$ cat src/rtl/core/bae_ram.sv
// ----------------------------------------------------------------------------
// bae_ram
// Generic single-write, single-read RAM with registered read data.
// ----------------------------------------------------------------------------
module bae_ram #(
    parameter int WIDTH = 8,
    parameter int DEPTH = 16
) (
    input  logic                                  i_clk,
    input  logic                                  i_we,
    input  logic [(DEPTH > 1 ? $clog2(DEPTH) : 1)-1:0] i_waddr,
    input  logic [WIDTH-1:0]                      i_wdata,
    input  logic [(DEPTH > 1 ? $clog2(DEPTH) : 1)-1:0] i_raddr,
    output logic [WIDTH-1:0]                      o_rdata
);
    logic [WIDTH-1:0] r_mem [DEPTH];
    logic [WIDTH-1:0] r_rdata;

    // Write port and registered read port
    always_ff @(posedge i_clk) begin
        if (i_we) begin
            r_mem[i_waddr] <= i_wdata;
        end
        r_rdata <= r_mem[i_raddr];
    end

    assign o_rdata = r_rdata;
endmodule

$ cat config.mk
export PLATFORM = sky130hd
export DESIGN_NAME = bae_ram
export DESIGN_NICKNAME = d
export VERILOG_FILES = /design/src/rtl/core/bae_ram.sv
export SDC_FILE = /design/constraint.sdc
export NUM_CORES = 1
export LEC_CHECK = 0
export BUFFER_PORTS_ARGS = -buffer_cell sky130_fd_sc_hd__clkbuf_2
export CAP_MARGIN = 15
export CORE_UTILIZATION = 35
export DETAILED_ROUTE_END_ITERATION = 6
export SLEW_MARGIN = 20
export SYNTH_ARGS = -nofsm -noshare
export SYNTH_HDL_FRONTEND = slang
export SYNTH_SLANG_ARGS = --single-unit
$ cat constraint.sdc
create_clock -name i_clk -period 2.3 [get_ports i_clk]
set_input_delay 0.46 -clock i_clk [delete_from_list [all_inputs] [get_ports i_clk]]
set_output_delay 0.46 -clock i_clk [all_outputs]
set_load 0.1 [all_outputs]
# Word-level counts from Yosys, hierarchy flattened
# Memory sizes are Yosys's and may differ from the RTL's. A register that Yosys moved wholly into a read port is not among the register bits.
# Index checks and enable logic that the tools add are counted.
[op_classes]
muxes = 2
[op_table]
columns = ["cell", "n"]
rows = [
  ["$mux 1", 2],
]
[word_totals]
register_bits = 0
mem_bits_rw = 128
in_bits = 18
word_cells = 3
memories = 1
[memory_table]
columns = ["name", "depth", "word_bits", "rd", "rd_clocked_by_memory_dff", "write_ports", "line", "text"]
rows = [
  ["r_mem", 16, 8, 1, 1, 1, "16", "logic [WIDTH-1:0] r_mem [DEPTH];"],
]

# Logic depth before layout (Yosys ltp)
[logic_depth]
word_depth = 2
depth_mapped = 5
depth_no_buf = 3

# Worst setup path before layout
# No wires, ideal clock.
[synth_timing]
kind = "input-to-reg"
from = "input port i_waddr[2] (netlist bit)"
to = "memory r_mem[0][0], enable pin"
t_arrival_ns = 1.570
path_slack_ns = 0.347
stages = 2
path_buffers = 0
path_cell_list = "or3b_2 -> nor3_1"
[synth_lines]
columns = ["item", "line", "text"]
rows = [
  ["start: declaration", "11", "input logic [(DEPTH > 1 ? $clog2(DEPTH) : 1)-1:0] i_waddr,"],
  ["end: declaration", "16", ""],
]
# No word-level cell before the write port.

# Final worst setup path
[layout_timing]
from = "register r_rdata[6], in the netlist o_rdata[6] (read register of r_mem)"
to = "output port o_rdata[6]"
[layout_lines]
columns = ["item", "line", "text"]
rows = [
  ["start: declaration", "17", "logic [WIDTH-1:0] r_rdata;"],
  ["end: declaration", "14", "output logic [WIDTH-1:0] o_rdata"],
]
# No word-level cell between the ends.

==> results_dict.tcl <==
set metrics [dict create \
    rows 43 \
    cts_root_buffer "clkbuf_16" \
    async_flop_share_pct 0 \
    postCtsSetupBuffers 0 \
    finalHoldViolations 0 \
    numCtsBuffers 17 \
    switching_share_pct 21.8 \
    critPathMaxFanout 1 \
    clock_skew_ps 7.94 \
    period_needed_ps 1730 \
    synth_edf_count 128 \
    synth_cells 229 \
    synthesis.nets 247 \
    gp_congestion 0.747 \
    status "completed" \
    path_clk_slew_ps 60 \
    hold_path.class "input port to register" \
    grt_pass1_wl_um 15700 \
    critPathKind "register to output port" \
    finalCritPeriodShare_pct 75.3 \
    cpPeakStageDelay_ps 480 \
    postSynthAreaPerCell_um2 22.5 \
    die_height_um 123 \
    hold_buffers 0 \
    yosysTopAreaCell "edfxtp_1" \
    cts_sinks 136 \
    globalRouteOverflowTotal 0 \
    synth_top_area_share_pct 74.7 \
    yosysMostFrequentCell "edfxtp_1" \
    end_kind "output port" \
    p_int_mw 4.71 \
    fmax_mhz 578 \
    htree_levels 4 \
    peakVddDrop_mv 0.782 \
    critical-path-top-delay-family "buffers and inverters" \
    drt_iter0_markers 172 \
    ys.flop_type "edfxtp_1" \
    io_pins 26 \
    synth.distinct_cells 19 \
    post_route_cells_drive_above_1_share_pct 32.9 \
    grt_usage_pct 15.1 \
    synthTopCellsByArea "edfxtp_1 75%, mux4_2 7.9%, mux4_1 7.1%, dfxtp_1 3.1%, a22oi_1 2.3%" \
    grt_max_degree 33 \
    io_buffers 25 \
    setup_viol 0 \
    fin_total_pwr_mw 6.02 \
    die-area_um2 15200 \
    ant_nets 0 \
    required_ps 1840 \
    first_global_vias 2660 \
    p_clk_share_pct 47.4 \
    cts_resized 0 \
    wl_per_cell_um 21.0 \
    start_util_pct 36.5 \
    final.setup.tns_ps 0 \
    synth_seq_area_share_pct 77.8 \
    drcViolationCount 0 \
    cpMaxStageDelayCell "clkbuf_2" \
    crit_chain "clkbuf_2" \
    p_leak_nw 2.15 \
    critPathLaunchType "register" \
    ys_seq_elements 136 \
    areaGrowthSynthToFinish_pct 21.7 \
    nNetsFinal 306 \
    rsz0062_at_grt "no" \
    pwr-share-comb_pct 6.3 \
    yosys-top-cells-count "128 x edfxtp_1, 18 x mux4_2, 16 x a22oi_1" \
    worst_pin_slew_ps 552 \
    p_per_area_nw_per_um2 962 \
    antenna_found_initial 1 \
    cts_tree "yes" \
    antenna_cells 0 \
    wirelength_um 10100 \
    p_switching_mw 1.31 \
    slew_violations 0 \
    coreArea_um2 14100 \
    vias 2462 \
    fp.dieW_um 123 \
    yosysWarnings 0 \
    firstDrtPassIters 6 \
    path_buf_inv 1 \
    cap_viol_max_count 0 \
    clk_latency_ps 420 \
    post-dp-hpwl_um 6560 \
    relSlewSlack_pct 63.3 \
    power_frac_seq_pct 46.3 \
    vias_per_cell 5.12 \
    clk_path_buf_depth 2 \
    critical_path_arrival_ps 1270 \
    syn_area_um2 5150 \
]
[worst paths after layout]
| kind | start | endpoint | slack [ps] | depth (start not counted) |
|---|---|---|---|---|
| setup / recovery | o_rdata[6] | o_rdata[6] | 570 | 1 |
| hold / removal | i_wdata[4] | r_mem[4][4] | 460 | 1 |
| setup reg to reg | r_mem[3][7] | o_rdata[7] | 930 | 3 |
| hold reg to reg | r_mem[12][1] | o_rdata[1] | 680 | 3 |
[registers in the layout, indices dropped and copies added, names as in the netlist]
name	flops
r_mem	128
o_rdata	8
[logic make-up after synthesis]
kind of cell	synth area share (%)
AO/OA/AOI/OAI	2.33
buffers and inverters	1.68
flip-flops	77.8
multiplexers	15.0
AND/OR/NAND/NOR	3.18
[worst register-to-register path, stage by stage (launching register included)]
cell and delay [ps]:
edfxtp_1 350, mux4_2 470, a22oi_1 280, nand2_1 140
[final cells by class]
type / instances / area, µm²
Multi-Input combinational cell: 83 / 1060
Sequential cell: 136 / 4000
Clock buffer: 18 / 429
Clock inverter: 14 / 198
Tap cell: 180 / 225
Fill cell: 1213 / 7830
Timing Repair Buffer: 50 / 350
[metrics by stage]
step	area [µm²]	utilization [%]	setup WS, ps	std cells	hold WS (ps)
3_3_place_gp	5640	40.0	369	449	651
4_1_cts	6260	44.4	536	481	456
5_1_grt	6260	44.4	527	481	492
6_report	6260	44.4	568	481	464
2_1_floorplan	5150	-	347	229	559
3_5_place_dp	5640	40.0	336	449	673
[routing by layer]
layer / vias to the layer above / routed length, µm / global-route usage, %
li1: 1092 / - / -
met2: 71 / 4850 / 22.8
met5: - / 11 / 0
met1: 1280 / 4500 / 19.9
met3: 17 / 554 / 5.58
met4: 2 / 180 / 5.95
[power groups by stage]
stage / clock network [mW] / logic (mW) / registers (mW)
2_1_floorplan: 0 / 0.141 / 2.95
3_3_place_gp: 0 / 0.381 / 2.84
3_5_place_dp: 0 / 0.386 / 2.84
4_1_cts: 2.90 / 0.387 / 2.79
5_1_grt: 3.00 / 0.406 / 2.79
6_report: 2.85 / 0.380 / 2.79
[cells in the final DEF, fill, tap and decap left out, types with 2 or more instances in the layout]
cell,n
nand2b_1,2
nor2_1,13
clkbuf_2,25
edfxtp_1,128
clkbuf_16,17
clkinv_4,4
mux4_1,14
bufinv_16,4
mux4_2,18
nand2_1,9
dfxtp_1,8
a22oi_1,16
nor3_1,4
buf_4,22
inv_6,3
nand3b_1,2
buf_12,3
(Power assumes the default switching activity.)
